--- src/xxh_pkg.sv ---
// ----------------------------------------------------------------------------
// xxh_pkg
// shared constants, command and status types for the xxhash64 stream block
// ----------------------------------------------------------------------------
`default_nettype none

package xxh_pkg;

	localparam logic [63:0] PR1 = 64'h9E3779B185EBCA87;
	localparam logic [63:0] PR2 = 64'hC2B2AE3D27D4EB4F;
	localparam logic [63:0] PR3 = 64'h165667B19E3779F9;
	localparam logic [63:0] PR4 = 64'h85EBCA77C2B2AE63;
	localparam logic [63:0] PR5 = 64'h27D4EB2F165667C5;

	localparam logic [63:0] LANE_INIT0 = PR1 + PR2;
	localparam logic [63:0] LANE_INIT1 = PR2;
	localparam logic [63:0] LANE_INIT2 = 64'd0;
	localparam logic [63:0] LANE_INIT3 = 64'd0 - PR1;

	typedef enum logic [1:0] {
		K_P1,
		K_P2,
		K_P3,
		K_P5
	} mul_k_t;

	typedef enum logic [3:0] {
		MS_BUF,
		MS_LANE,
		MS_T,
		MS_H,
		MS_H_R27,
		MS_H_R23,
		MS_H_R11,
		MS_TAIL32,
		MS_TAIL8,
		MS_H_AV33,
		MS_H_AV29
	} mul_src_t;

	typedef enum logic [3:0] {
		H_HOLD,
		H_ZERO,
		H_PR5,
		H_ADD_VROT,
		H_ADD_LEN,
		H_XOR_M,
		H_M_P4,
		H_M_P3,
		H_M
	} h_op_t;

	typedef enum logic [1:0] {
		T_HOLD,
		T_ROT,
		T_LANE_ROT
	} t_op_t;

	typedef enum logic [1:0] {
		TL_HOLD,
		TL_SHR32,
		TL_SHR8
	} tl_op_t;

	typedef enum logic [1:0] {
		IN_NONE,
		IN_PUSH,
		IN_TAIL
	} in_op_t;

	typedef struct packed {
		in_op_t     in_op;
		mul_src_t   mul_src;
		mul_k_t     mul_k;
		t_op_t      t_op;
		h_op_t      h_op;
		tl_op_t     tl_op;
		logic       v_wr;
		logic [1:0] idx;
		logic       set_done;
		logic       clear;
		logic       out_load;
	} cmd_t;

	typedef struct packed {
		logic [1:0] cnt;
		logic       done;
		logic [2:0] tcnt;
	} sts_t;

	typedef enum logic [26:0] {
		S_IDLE     = 27'h0000001,
		S_ST_MUL1  = 27'h0000002,
		S_ST_ROT   = 27'h0000004,
		S_ST_MUL2  = 27'h0000008,
		S_ST_WB    = 27'h0000010,
		S_FIN      = 27'h0000020,
		S_MG_SUM   = 27'h0000040,
		S_W_MUL1   = 27'h0000080,
		S_W_ROT    = 27'h0000100,
		S_W_MUL2   = 27'h0000200,
		S_W_XOR    = 27'h0000400,
		S_W_MUL3   = 27'h0000800,
		S_W_WB     = 27'h0001000,
		S_LEN      = 27'h0002000,
		S_T4_MUL1  = 27'h0004000,
		S_T4_XOR   = 27'h0008000,
		S_T4_MUL2  = 27'h0010000,
		S_T4_WB    = 27'h0020000,
		S_T1_MUL1  = 27'h0040000,
		S_T1_XOR   = 27'h0080000,
		S_T1_MUL2  = 27'h0100000,
		S_T1_WB    = 27'h0200000,
		S_AV_MUL1  = 27'h0400000,
		S_AV_WB1   = 27'h0800000,
		S_AV_MUL2  = 27'h1000000,
		S_AV_WB2   = 27'h2000000,
		S_OUT      = 27'h4000000
	} state_t;

	function automatic logic [63:0] rotl64(input logic [63:0] v, input int unsigned s);
		return (v << s) | (v >> (64 - s));
	endfunction

endpackage

`default_nettype wire

--- src/xxh_ctrl.sv ---
// ----------------------------------------------------------------------------
// xxh_ctrl
// controller: sequences stripe updates, merge, tail folding and avalanche
// ----------------------------------------------------------------------------
`default_nettype none

module xxh_ctrl
	import xxh_pkg::*;
(
	input  wire logic clk,
	input  wire logic arst_n,
	input  wire logic s_tvalid,
	input  wire logic s_tlast,
	input  wire logic word_full,
	output logic      s_tready,
	output logic      m_tvalid,
	input  wire logic m_tready,
	input  wire sts_t sts,
	output cmd_t      cmd
);

	state_t     state_q;
	state_t     state_d;
	state_t     tail_next;
	logic [1:0] idx_q;
	logic       idx_clr;
	logic       idx_inc;
	logic       fin_q;
	logic       merge_q;
	logic       merge_set;
	logic       merge_clr;
	logic       out_valid_q;
	logic       accept;
	logic       push;

	assign accept = s_tvalid && s_tready;
	assign push   = !s_tlast || word_full;

	always_comb begin
		if (sts.tcnt >= 3'd4) begin
			tail_next = S_T4_MUL1;
		end else if (sts.tcnt != 3'd0) begin
			tail_next = S_T1_MUL1;
		end else begin
			tail_next = S_AV_MUL1;
		end
	end

	always_comb begin
		cmd       = '0;
		cmd.idx   = idx_q;
		state_d   = state_q;
		s_tready  = 1'b0;
		idx_clr   = 1'b0;
		idx_inc   = 1'b0;
		merge_set = 1'b0;
		merge_clr = 1'b0;
		case (state_q)
			S_IDLE: begin
				s_tready = 1'b1;
				if (s_tvalid) begin
					cmd.in_op = push ? IN_PUSH : IN_TAIL;
					if (push && sts.cnt == 2'd3) begin
						idx_clr = 1'b1;
						state_d = S_ST_MUL1;
					end else if (s_tlast) begin
						state_d = S_FIN;
					end
				end
			end
			S_ST_MUL1: begin
				cmd.mul_src = MS_BUF;
				cmd.mul_k   = K_P2;
				state_d     = S_ST_ROT;
			end
			S_ST_ROT: begin
				cmd.t_op = T_LANE_ROT;
				state_d  = S_ST_MUL2;
			end
			S_ST_MUL2: begin
				cmd.mul_src = MS_T;
				cmd.mul_k   = K_P1;
				state_d     = S_ST_WB;
			end
			S_ST_WB: begin
				cmd.v_wr = 1'b1;
				idx_inc  = 1'b1;
				if (idx_q == 2'd3) begin
					cmd.set_done = 1'b1;
					state_d      = fin_q ? S_FIN : S_IDLE;
				end else begin
					state_d = S_ST_MUL1;
				end
			end
			S_FIN: begin
				idx_clr = 1'b1;
				if (sts.done) begin
					cmd.h_op  = H_ZERO;
					merge_set = 1'b1;
					state_d   = S_MG_SUM;
				end else begin
					cmd.h_op = H_PR5;
					state_d  = S_LEN;
				end
			end
			S_MG_SUM: begin
				cmd.h_op = H_ADD_VROT;
				idx_inc  = 1'b1;
				if (idx_q == 2'd3) begin
					state_d = S_W_MUL1;
				end
			end
			S_W_MUL1: begin
				cmd.mul_src = merge_q ? MS_LANE : MS_BUF;
				cmd.mul_k   = K_P2;
				state_d     = S_W_ROT;
			end
			S_W_ROT: begin
				cmd.t_op = T_ROT;
				state_d  = S_W_MUL2;
			end
			S_W_MUL2: begin
				cmd.mul_src = MS_T;
				cmd.mul_k   = K_P1;
				state_d     = S_W_XOR;
			end
			S_W_XOR: begin
				cmd.h_op = H_XOR_M;
				state_d  = S_W_MUL3;
			end
			S_W_MUL3: begin
				cmd.mul_src = merge_q ? MS_H : MS_H_R27;
				cmd.mul_k   = K_P1;
				state_d     = S_W_WB;
			end
			S_W_WB: begin
				cmd.h_op = H_M_P4;
				idx_inc  = 1'b1;
				if (merge_q) begin
					state_d = (idx_q == 2'd3) ? S_LEN : S_W_MUL1;
				end else begin
					state_d = (idx_q == sts.cnt - 2'd1) ? tail_next : S_W_MUL1;
				end
			end
			S_LEN: begin
				cmd.h_op  = H_ADD_LEN;
				idx_clr   = 1'b1;
				merge_clr = 1'b1;
				state_d   = (sts.cnt != 2'd0) ? S_W_MUL1 : tail_next;
			end
			S_T4_MUL1: begin
				cmd.mul_src = MS_TAIL32;
				cmd.mul_k   = K_P1;
				state_d     = S_T4_XOR;
			end
			S_T4_XOR: begin
				cmd.h_op = H_XOR_M;
				state_d  = S_T4_MUL2;
			end
			S_T4_MUL2: begin
				cmd.mul_src = MS_H_R23;
				cmd.mul_k   = K_P2;
				state_d     = S_T4_WB;
			end
			S_T4_WB: begin
				cmd.h_op  = H_M_P3;
				cmd.tl_op = TL_SHR32;
				state_d   = (sts.tcnt == 3'd4) ? S_AV_MUL1 : S_T1_MUL1;
			end
			S_T1_MUL1: begin
				cmd.mul_src = MS_TAIL8;
				cmd.mul_k   = K_P5;
				state_d     = S_T1_XOR;
			end
			S_T1_XOR: begin
				cmd.h_op = H_XOR_M;
				state_d  = S_T1_MUL2;
			end
			S_T1_MUL2: begin
				cmd.mul_src = MS_H_R11;
				cmd.mul_k   = K_P1;
				state_d     = S_T1_WB;
			end
			S_T1_WB: begin
				cmd.h_op  = H_M;
				cmd.tl_op = TL_SHR8;
				state_d   = (sts.tcnt == 3'd1) ? S_AV_MUL1 : S_T1_MUL1;
			end
			S_AV_MUL1: begin
				cmd.mul_src = MS_H_AV33;
				cmd.mul_k   = K_P2;
				state_d     = S_AV_WB1;
			end
			S_AV_WB1: begin
				cmd.h_op = H_M;
				state_d  = S_AV_MUL2;
			end
			S_AV_MUL2: begin
				cmd.mul_src = MS_H_AV29;
				cmd.mul_k   = K_P3;
				state_d     = S_AV_WB2;
			end
			S_AV_WB2: begin
				cmd.h_op = H_M;
				state_d  = S_OUT;
			end
			S_OUT: begin
				// wait for the output register to free up
				if (!out_valid_q || m_tready) begin
					cmd.out_load = 1'b1;
					cmd.clear    = 1'b1;
					state_d      = S_IDLE;
				end
			end
			default: begin
				state_d = S_IDLE;
			end
		endcase
	end

	always_ff @(posedge clk or negedge arst_n) begin
		if (!arst_n) begin
			state_q     <= S_IDLE;
			idx_q       <= 2'd0;
			fin_q       <= 1'b0;
			merge_q     <= 1'b0;
			out_valid_q <= 1'b0;
		end else begin
			state_q <= state_d;
			if (idx_clr) begin
				idx_q <= 2'd0;
			end else if (idx_inc) begin
				idx_q <= idx_q + 2'd1;
			end
			if (accept) begin
				fin_q <= s_tlast;
			end
			if (merge_set) begin
				merge_q <= 1'b1;
			end else if (merge_clr) begin
				merge_q <= 1'b0;
			end
			if (cmd.out_load) begin
				out_valid_q <= 1'b1;
			end else if (m_tready) begin
				out_valid_q <= 1'b0;
			end
		end
	end

	assign m_tvalid = out_valid_q;

endmodule

`default_nettype wire

--- config.mk ---
export PLATFORM = sky130hd
export DESIGN_NAME = xxh_ctrl
export DESIGN_NICKNAME = d
export VERILOG_FILES = /design/src/xxh_pkg.sv /design/src/xxh_ctrl.sv
export SDC_FILE = /design/constraint.sdc
export NUM_CORES = 1
export LEC_CHECK = 0
export BUFFER_PORTS_ARGS = -buffer_cell sky130_fd_sc_hd__buf_2
export CORE_MARGIN = 2
export CORE_UTILIZATION = 35
export DETAILED_ROUTE_END_ITERATION = 10
export SLEW_MARGIN = 15
export SYNTH_ARGS = -nofsm -noshare
export SYNTH_HDL_FRONTEND = slang
export SYNTH_SLANG_ARGS = --single-unit
--- constraint.sdc ---
create_clock -name clk -period 9.26 [get_ports clk]
set_input_delay 2.778 -clock clk [delete_from_list [all_inputs] [get_ports clk]]
set_output_delay 2.778 -clock clk [all_outputs]
set_load 0.01 [all_outputs]
* Word-level counts from Yosys, hierarchy flattened *
Index checks and enable logic that the tools add are counted.
W data, S select, Z words.

storage, ports and cells
  register bits after elaboration = 32
  bits of input ports = 12
  output and inout port bits = 24
  logic and storage cells = 107

cells by class
  add/sub/neg operators = 2
  order comparisons = 1
  equality and inequality tests = 36
  mux-type cells = 46
  reductions and logical operators = 17

operators with widths
  operator                count
  $pmux W27 S27           1
  $mux W27                9
  $mux W23                3
  $pmux W6 S10            1
  $mux W14                2
  $pmux W4 S7             1
  $eq A27 B1 Y1 const B   1
  $eq A27 B10 Y1 const B  1
  $eq A27 B11 Y1 const B  1
  $eq A27 B12 Y1 const B  1
  $eq A27 B13 Y1 const B  1
  $eq A27 B14 Y1 const B  1
  $eq A27 B15 Y1 const B  1
  $eq A27 B16 Y1 const B  1
  $eq A27 B17 Y1 const B  1
  $eq A27 B18 Y1 const B  1
  $eq A27 B19 Y1 const B  1
  $eq A27 B2 Y1 const B   1
  $eq A27 B20 Y1 const B  1
  $eq A27 B21 Y1 const B  1
  $eq A27 B22 Y1 const B  1
  $eq A27 B23 Y1 const B  1
  $eq A27 B24 Y1 const B  1
  $eq A27 B25 Y1 const B  1
  other kinds (32)        67

* Longest topological paths before layout *
Gate-level depths: netlist of the first run.

  depth in word-level cells = 7
  mapped depth = 9
  mapped depth without buffers = 8

* Worst setup path before layout of the first run *
OpenSTA, ideal clock, no wires.

  path type = in2out
  from = input m_tready
  to = output cmd[1] in the netlist's numbering
  arrival = 3216 ps
  data required time = 6482 ps
  slack = 3266 ps
  stages on the path = 3
  path through = nor2b_1 nor2_1 buf_4

RTL lines
  element             RTL line        source
  start: declaration  xxh_ctrl.sv:17  input wire logic m_tready,
  end: declaration    xxh_ctrl.sv:19  output cmd_t cmd

==> results.sh, run 1 <==
export IMPL_core_area_um2=5510
export IMPL_synthCells=214
export IMPL_synth_top_area_share_pct=38.9
export IMPL_ctsHoldBuffers=0
export IMPL_cts_buffers=5
export IMPL_syn_nets=229
export IMPL_status="finished clean"
export IMPL_ys_seq_area_share_pct=40.2
export IMPL_crit_path_max_incr_delay_ns=0.71
export IMPL_io_buffers=35
export IMPL_synth_async_reset_ratio_pct=100
export IMPL_drcViolationCount=0
export IMPL_post_cts_resized=0
export IMPL_p_per_area_nw_per_um2=201
export IMPL_crit_fanout=10
export IMPL_crit_required_ns=6.48
export IMPL_drive_gt1_share_pct=22.4
export IMPL_n_antenna_cell=0
export IMPL_ir_worst_vdd_v=0.000100
export IMPL_cts_buffer_depth=2
export IMPL_clock_latency_ns=0.29
export IMPL_cts_root_buffer="clkbuf_8"
export IMPL_dr_first_iter_drc_count=119
export IMPL_hp_class="reg -> reg"
export IMPL_setup_worst_path_class="reg -> out"
export IMPL_p_leak_uw=0.00116
export IMPL_placed_area_um2=2220
export IMPL_synthToLayoutAreaGrowth_pct=16.9
export IMPL_grt_remaining_overflow=0
export IMPL_cts_setup_buffers=0
export IMPL_grt_setup_unrepaired="false"
export IMPL_die_area_um2=6320
export IMPL_slew_headroom_pct=49.2
export IMPL_drtPass1Iterations=4
export IMPL_routedWlPerCell_um=15.7
export IMPL_cts_tree="built"
export IMPL_crit_path_top_delay_cell="or4_1"
export IMPL_critical_path_startpoint_type="flip-flop"
export IMPL_period_share_pct=66.5
export IMPL_synth_top_area_cell="dfrtp_1"
export IMPL_placementRows=27
export IMPL_cts_clk_slew_worst_paths_ns=0.07
export IMPL_ant_nets=0
export IMPL_path_cells="or4_1 > nor4_4 > nand2_1 > nor4_1 > o21ai_0 > nand2_1 > buf_2"
export IMPL_skew_ns=0.00764
export IMPL_grt_pass1_wl_mm=8.15
export IMPL_period_minus_slack_ns=6.15
export IMPL_routed_wl_mm=5.05
export IMPL_slew_viol_final=0
export IMPL_holdPathStages=2
export IMPL_synthesis_area_per_instance_um2=9.32
export IMPL_worstPathArrival_ns=3.38
export IMPL_ys_seq_elements=32
export IMPL_grt_max_degree=33
export IMPL_num_nets_final=264
export IMPL_yosys_top_cells_area="dfrtp_1, nor4_1, nor4b_1"
export IMPL_synth_main_ff_cell="dfrtp_1"
export IMPL_final_setup_viol_count=0
export IMPL_io_pins=36
export IMPL_antenna_found_initial=0
export IMPL_grt_pass1_vias=1593
export IMPL_dp_hpwl_mm=3.72
export IMPL_gp_congestion=0.893
export IMPL_vias=1824
export IMPL_worst_pin_slew_ns=0.756
export IMPL_finalHoldViolCount=0
export IMPL_cpMostUsedCell="nand2_1"
export IMPL_grt_usage_pct=16.7
export IMPL_fin_setup_tns_ns=0
export IMPL_cts_sinks=32
export IMPL_synth_edf_count=0
export IMPL_fillers=543
export IMPL_die_h_um=79.5
export IMPL_drt_vias_per_instance=5.66
export IMPL_die_w_um=79.5
export IMPL_yosysWarningCount=0
export IMPL_critPathCaptureType="primary output"
export IMPL_fmax_mhz=162
export IMPL_synth_area_um2=1990
export IMPL_stdcell_area_um2=2330
export IMPL_initial_core_util_pct=36.2
export IMPL_synth_distinct_cells=50
export IMPL_cts_max_level=2
export IMPL_r2r_cells=6
export IMPL_max_cap_violations=0
==> Yosys cell counts, drive strengths merged (2+ instances only) <==
cell type,n
dfrtp,31
nor2,20
nor4,19
nand2,15
nor4b,12
nand2b,9
or4,9
and3,8
nand3b,8
nor3,8
inv,7
o21ai,7
nand3,6
xnor2,5
buf,4
nor2b,4
and2,3
clkbuf,3
ha,3
a21oi,2
a22oi,2
and4b,2
mux2,2
nand4,2
nand4b,2
or3,2
or4b,2
==> logic make-up after synthesis <==
family	synth area share, %
muxes	1.63
xor gates and xnor gates	2.63
adders and majority gates	1.88
and+or+nand+nor	42.6
AOI/OAI and AO/OA	7.72
buffers and inverters	3.33
DFF	40.2
==> report_power, final <==
group          total (uW)  internal [uW]  leakage, uW  switching (uW)
sequential            173            156     0.000435            17.6
clock                 135           79.6    0.0000541            55.3
combinational         161           60.1     0.000672             101
==> critical path, delay by kind of cell (launching register included) <==
kind | cells | cell delay [ns]
compound gates | 1 | 0.23
buf+inv | 1 | 0.13
flops | 1 | 0.46
simple gates | 5 | 2.27
==> flip-flops by register name, indices dropped and copies added (netlist names) <==
signal,flops
merge_q,1
fin_q,1
idx_q,2
state_q,27
m_tvalid,1
==> final cells by class <==
type	instances	area, um2	share of cell area [%]
Multi-Input combinational cell	168	1130	48.3
Sequential cell	32	802	34.4
Timing Repair Buffer	35	175	7.51
Tap cell	72	90.1	3.86
Clock buffer	5	68.8	2.95
Clock inverter	3	42.5	1.83
Inverter	7	26.3	1.13
==> metal layers <==
| metal | routed length [um] | GRT usage, % | vias to the layer above | share of wire [%] |
|---|---|---|---|---|
| met5 | 0 | 0 | - | 0 |
| met4 | 78 | 6.21 | 0 | 1.5 |
| met1 | 2550 | 25.3 | 883 | 51 |
| met2 | 2130 | 23.4 | 52 | 42 |
| li1 | - | - | 884 | - |
| met3 | 283 | 2.94 | 5 | 5.6 |
==> per-stage QoR <==
step | power [uW] | cells | utilization (%) | setup slack [ns] | hold slack [ns]
2_1_floorplan | 291 | 214 | - | 3.27 | 0.493
3_3_place_gp | 336 | 314 | 40.3 | 3.13 | 0.514
3_5_place_dp | 334 | 314 | 40.3 | 3.12 | 0.518
4_1_cts | 470 | 322 | 42.3 | 3.12 | 0.527
5_1_grt | 499 | 322 | 42.3 | 2.80 | 0.567
6_report | 469 | 322 | 42.3 | 3.11 | 0.526
==> worst paths after layout <==
check                            from          end  slack, ns
max                        state_q[5]      cmd[16]       3.11
min                        state_q[0]   state_q[0]       0.53
max reg2reg                state_q[5]     idx_q[1]       6.21
min reg2reg                state_q[0]   state_q[0]       0.53
max in group asynchronous      arst_n  state_q[24]       6.23
min in group asynchronous      arst_n   state_q[5]       2.55
==> cell usage in the layout, fill, tap and decap left out, types with 2 or more instances in the layout <==
master    netlist  layout
and4b_1         2       2
nand4b_1        2       2
o21ai_0         7       7
inv_1           7       7
nor2b_1         4       4
nand2_1        15      15
buf_2           2      35
dfrtp_1        31      31
nor3_1          8       8
and3_1          8       8
ha_1            3       3
or4_4           3       3
nor4b_1        12      12
xnor2_1         5       5
clkbuf_8        0       5
nor2_1         20      20
nand3_1         6       6
and2_1          3       3
or4b_2          2       2
nand2b_1        9       9
nor4_1         17      17
nand4_1         2       2
nand3b_1        8       8
or4_1           6       6
or3_1           2       2
mux2_2          2       2
a22oi_1         2       2
Note: power is estimated with default switching activity, not from simulation.
==> run 2: changes to the inputs <==
--- a/config.mk
+++ b/config.mk
@@ -5,6 +5,7 @@
 export SDC_FILE = /design/constraint.sdc
 export NUM_CORES = 1
 export LEC_CHECK = 0
+export ABC_AREA = 1
 export BUFFER_PORTS_ARGS = -buffer_cell sky130_fd_sc_hd__buf_2
 export CORE_MARGIN = 2
 export CORE_UTILIZATION = 35
==> constraint.sdc (replaced) <==
create_clock -name clk -period 5 [get_ports clk]
set_input_delay 1.5 -clock clk [delete_from_list [all_inputs] [get_ports clk]]
set_output_delay 1.5 -clock clk [all_outputs]
set_load 0.01 [all_outputs]
==> results.sh, run 2 <==
export IMPL_synthCells=349
export IMPL_cts_tree="built"
export IMPL_cts_sinks=32
export IMPL_die_w_um=87.6
export IMPL_cts_clk_slew_worst_paths_ns=0.06
export IMPL_drcViolationCount=0
export IMPL_synth_distinct_cells=41
export IMPL_initial_core_util_pct=36.2
export IMPL_dr_first_iter_drc_count=105
export IMPL_final_setup_viol_count=0
export IMPL_switching_share_pct=40.6
export IMPL_min_from="state_q[0]"
export IMPL_dp_hpwl_mm=4.57
export IMPL_fmax_mhz=278
export IMPL_top_register="state_q"
export IMPL_final_common_cell="nand2_1"
export IMPL_fin_setup_tns_ns=0
export IMPL_grt_setup_unrepaired="false"
export IMPL_num_nets_final=403
export IMPL_cts_max_level=2
export IMPL_largestRegisters="state_q (27), idx_q (2)"
export IMPL_crit_path_top_delay_cell="nor2_1"
export IMPL_cts_buffer_depth=2
export IMPL_synth_async_reset_ratio_pct=100
export IMPL_period_share_pct=71.8
export IMPL_p_per_area_nw_per_um2=312
export IMPL_startpoint="s_tvalid"
export IMPL_core_area_um2=6760
export IMPL_synthToLayoutAreaGrowth_pct=13.4
export IMPL_seqPwrFrac_pct=36.4
export IMPL_p_clk_share_pct=23.5
export IMPL_grt_usage_pct=16.1
export IMPL_drtPass1Iterations=5
export IMPL_ys_top_cells_by_count="nand2_1, nor2_1, inv_1, dfrtp_1, nand3_1"
export IMPL_crit_fanout=3
export IMPL_grt_max_degree=33
export IMPL_synth_main_ff_cell="dfrtp_1"
export IMPL_switchingPower_uw=351
export IMPL_worst_pin_slew_ns=0.733
export IMPL_hp_class="reg -> reg"
export IMPL_ir_worst_vdd_v=0.000191
export IMPL_crit_path_max_incr_delay_ns=0.14
export IMPL_final_cell_mix="nand2_1, nor2_1, inv_1, buf_2, dfrtp_1"
export IMPL_crit_required_ns=3.50
export IMPL_status="finished clean"
export IMPL_grt_pass1_vias=2107
export IMPL_period_minus_slack_ns=3.59
export IMPL_ys_seq_area_share_pct=32.8
export IMPL_dpl_cell_count=461
export IMPL_cts_root_buffer="clkbuf_8"
export IMPL_synth_area_um2=2440
export IMPL_ant_nets=0
export IMPL_yosysWarningCount=0
export IMPL_setup_worst_path_class="in -> out"
export IMPL_synthesis_area_per_instance_um2=7.00
export IMPL_routed_wl_mm=5.55
export IMPL_post_synth_top_count_cell="nand2_1"
export IMPL_finalHoldViolCount=0
export IMPL_syn_nets=364
export IMPL_grt_remaining_overflow=0
export IMPL_largest_register_ff_count=27
export IMPL_dp_slack_ns=1.41
export IMPL_cts_buffers=5
export IMPL_critical_path_startpoint_type="input pin"
export IMPL_antenna_found_initial=0
export IMPL_io_pins=36
export IMPL_max_cap_violations=0
export IMPL_post_cts_resized=0
export IMPL_slew_viol_final=0
export IMPL_vias=2162
export IMPL_io_buffers=35
export IMPL_p_int_uw=513
export IMPL_synth_edf_count=0
export IMPL_synth_top_area_cell="dfrtp_1"
export IMPL_fin_ws_ns=1.41
export IMPL_r2r_start="state_q[17]"
export IMPL_slew_headroom_pct=51.1
export IMPL_cts_setup_buffers=0
export IMPL_routedWlPerCell_um=11.8
export IMPL_n_antenna_cell=0
export IMPL_worstPathArrival_ns=2.09
export IMPL_drt_vias_per_instance=4.61
export IMPL_p_leak_uw=0.00154
export IMPL_critPathCaptureType="primary output"
export IMPL_path_cells="buf_2 > inv_1 > nor2_1 > nand2_1 > nor2_1 > buf_2"
export IMPL_stdcell_count=469
export IMPL_skew_ns=0.00506
export IMPL_grt_pass1_wl_mm=9.55
export IMPL_combPwrFrac_pct=40.1
export IMPL_drive_gt1_share_pct=26.5
export IMPL_gp_congestion=0.904
export IMPL_die_h_um=87.6
export IMPL_yosys_top_cells_area="dfrtp_1, nand2_1, nor2_1"
export IMPL_die_area_um2=7670
export IMPL_ctsHoldBuffers=0
export IMPL_synth_top_area_share_pct=31.7
export IMPL_placementRows=30
export IMPL_ys_seq_elements=32
export IMPL_clock_latency_ns=0.28
[run 2: changes by cell type after synthesis, sizes merged, moves of 8 or more]
cell    delta
nor4b     -12
nand2     +78
nand3     +14
or4        -9
nor2      +69
nand3b     -8
nand2b     -9
inv       +56
nor4      -19
[run 2: critical path: cells and delay by family]
| kind | cells | cell delay, ns |
|---|---|---|
| AND/OR/NAND/NOR | 3 | 0.31 |
| buffers and inverters | 3 | 0.28 |
[run 2: layout make-up]
| class | instances | area, um2 |
|---|---|---|
| clock buffers | 8 | 90.1 |
| fillers | 695 | 3990 |
| inverters | 64 | 248 |
| multi-input cells | 250 | 1360 |
| flip-flops and latches | 32 | 802 |
| well taps | 80 | 100 |
| repair buffers | 35 | 175 |
[run 2: metal layers]
| layer | global-route usage, % | vias up | routed length (um) |
|---|---|---|---|
| met5 | 0 | - | 0 |
| met4 | 4.76 | 0 | 64 |
| met3 | 3.02 | 4 | 217 |
| met2 | 26.9 | 48 | 2590 |
| met1 | 21.2 | 962 | 2680 |
| li1 | - | 1148 | - |
[run 2: path summary, 6_finish.rpt]
path / end / slack [ns] / cells after the start
worst max-delay path: cmd[21] / 1.41 / 6
worst min-delay path: state_q[0] / 0.54 / 2
worst max register to register: idx_q[1] / 3.11 / 10
worst min register to register: state_q[0] / 0.54 / 2
max in group asynchronous: state_q[2] / 3.25 / 1
min in group asynchronous: state_q[25] / 1.27 / 1
[run 2: logic make-up after synthesis]
| logic type | after synthesis | synth area share (%) |
|---|---|---|
| adders and majority gates | 3 | 1.54 |
| xor gates and xnor gates | 1 | 0.358 |
| AOI/OAI and AO/OA | 27 | 7.42 |
| buffers and inverters | 67 | 11.7 |
| and+or+nand+nor | 219 | 46.1 |
| DFF | 32 | 32.8 |
[run 2: power groups by stage]
stage	Combinational [uW]	Sequential, uW	Clock, uW
3_5_place_dp	349	320	0
3_3_place_gp	345	320	0
2_1_floorplan	276	315	0
5_1_grt	396	321	226
4_1_cts	351	315	212
6_report	347	315	203
[run 2: per-stage QoR]
step | cell area (um2) | util, % | hold WS [ns] | power, uW
6_report | 2770 | 41.0 | 0.540 | 865
2_1_floorplan | 2440 | - | 0.488 | 590
5_1_grt | 2770 | 41.0 | 0.569 | 943
3_5_place_dp | 2680 | 39.7 | 0.531 | 669
4_1_cts | 2770 | 41.0 | 0.542 | 877
3_3_place_gp | 2680 | 39.7 | 0.530 | 665
==> run 3: changes to the inputs <==
--- a/config.mk
+++ b/config.mk
@@ -5,7 +5,7 @@
 export SDC_FILE = /design/constraint.sdc
 export NUM_CORES = 1
 export LEC_CHECK = 0
-export ABC_AREA = 1
+export ABC_AREA = 0
 export BUFFER_PORTS_ARGS = -buffer_cell sky130_fd_sc_hd__buf_2
 export CORE_MARGIN = 2
 export CORE_UTILIZATION = 35
==> constraint.sdc (replaced) <==
create_clock -name clk -period 2.9 [get_ports clk]
set_input_delay 0.87 -clock clk [delete_from_list [all_inputs] [get_ports clk]]
set_output_delay 0.87 -clock clk [all_outputs]
set_load 0.01 [all_outputs]
==> results.sh, run 3 (synthesis results as in run 1) <==
export IMPL_worst_pin_slew_ns=0.746
export IMPL_worstPathArrival_ns=2.49
export IMPL_cts_clk_slew_worst_paths_ns=0.07
export IMPL_regArea_um2=803
export IMPL_ant_nets=0
export IMPL_placementRows=27
export IMPL_antenna_found_initial=0
export IMPL_fillers=435
export IMPL_io_buffers=35
export IMPL_critical_path_startpoint_type="flip-flop"
export IMPL_hp_class="reg -> reg"
export IMPL_p_per_area_nw_per_um2=591
export IMPL_n_antenna_cell=0
export IMPL_initial_core_util_pct=36.2
export IMPL_largestRegisters="state_q (27), idx_q (2)"
export IMPL_max_cap_violations=0
export IMPL_dp_hpwl_mm=4.59
export IMPL_fmax_mhz=298
export IMPL_skew_ns=0.00772
export IMPL_grt_remaining_overflow=0
export IMPL_slew_viol_final=0
export IMPL_slew_headroom_pct=50.2
export IMPL_p_leak_uw=0.00163
export IMPL_core_area_um2=5510
export IMPL_setup_worst_path_class="reg -> out"
export IMPL_violations="setup timing"
export IMPL_cts_buffer_depth=2
export IMPL_cts_buffers=5
export IMPL_ctsHoldBuffers=0
export IMPL_period_share_pct=116
export IMPL_grt_usage_pct=22.0
export IMPL_gp_congestion=0.854
export IMPL_die_area_um2=6320
export IMPL_largest_register_ff_count=27
export IMPL_status="complete, but fails checks"
export IMPL_cts_root_buffer="clkbuf_8"
export IMPL_finalHoldViolCount=0
export IMPL_period_minus_slack_ns=3.36
export IMPL_clock_latency_ns=0.29
export IMPL_multiInputGateArea_um2=1390
export IMPL_drive_gt1_share_pct=55.4
export IMPL_grt_setup_unrepaired="true"
export IMPL_drt_vias_per_instance=5.33
export IMPL_die_w_um=79.5
export IMPL_critPathCaptureType="primary output"
export IMPL_grt_pass1_wl_mm=10.7
export IMPL_cts_sinks=32
export IMPL_grt_pass1_vias=2188
export IMPL_drtPass1Iterations=4
export IMPL_final_cell_mix="buf_4, dfrtp_1, buf_6, buf_2, nor2_1"
export IMPL_synthToLayoutAreaGrowth_pct=69.0
export IMPL_utilization_pct=61.2
export IMPL_cts_tree="built"
export IMPL_top_register="state_q"
export IMPL_drcViolationCount=0
export IMPL_grt_max_degree=33
export IMPL_fin_ws_ns=-0.460
export IMPL_total_power_uw=1990
export IMPL_num_nets_final=350
export IMPL_final_setup_viol_count=21
export IMPL_die_h_um=79.5
export IMPL_vias=2175
export IMPL_io_pins=36
export IMPL_ir_worst_vdd_v=0.000353
export IMPL_final_common_cell="buf_4"
export IMPL_dr_first_iter_drc_count=110
export IMPL_routed_wl_mm=6.35
export IMPL_routedWlPerCell_um=15.6
export IMPL_cts_max_level=2
export IMPL_crit_fanout=8
export IMPL_crit_required_ns=2.03
## run 3: power breakdown
group / total (uW) / switching, uW / internal [uW] / leakage [uW]
registers: 534 / 37.1 / 497 / 0.000433
logic: 1020 / 489 / 532 / 0.00115
clock network: 436 / 182 / 254 / 0.0000541
total: 1990 / 708 / 1280 / 0.00163
## run 3: per-stage QoR
step	worst slack (ns)	instance area [um2]	hold WS, ns	instances	setup TNS, ns
after CTS	-0.443	3360	0.554	411	-7.23
after detailed placement	-0.282	2810	0.536	383	-2.16
after global routing	-0.547	3370	0.579	408	-8.70
final	-0.460	3370	0.549	408	-6.79
after global placement	-0.199	2810	0.531	383	-1.66
after floorplan	-0.158	2070	0.493	214	-1.14
## run 3: layer usage
layer  track usage, %  share of wire, %  up-vias
met5                0                 0        -
met4             7.76               1.6        0
met3             3.73               5.9       11
met2             34.7                47       59
met1             30.3                45     1045
li1                 -                 -     1060
## run 3: worst paths after layout
| path | startpoint | end | slack (ns) | cells after the start |
|---|---|---|---|---|
| setup / recovery | state_q[19] | cmd[21] | -0.46 | 7 |
| hold / removal | fin_q | fin_q | 0.55 | 1 |
| setup reg to reg | state_q[19] | state_q[22] | 0.14 | 8 |
| hold reg to reg | fin_q | fin_q | 0.55 | 1 |
| max in group asynchronous | arst_n | state_q[8] | 1.74 | 1 |
| min in group asynchronous | arst_n | state_q[1] | 0.64 | 1 |
## run 3: layout make-up
cell class | instances | area share, %
repair buffers | 121 | 28.1
well taps | 72 | 2.67
inverters | 7 | 0.780
flip-flops and latches | 32 | 23.8
clock inverters | 3 | 1.26
clock buffers | 5 | 2.04
multi-input cells | 168 | 41.3
## run 3: what timing repair did
item                       CTS  global route
setup buffers               19             4
gates cloned                 1             0
setup endpoints to repair   21            24
pin swaps                   24            10
gates resized for setup     65            13
## run 3: worst max-delay path: stages (launching register included)
cell     delay, ns
dfrtp_1       0.38
or4_4         0.56
or3_4         0.46
buf_6         0.15
nor4_4        0.26
nand2_1       0.17
nor2_2        0.10
buf_2         0.13
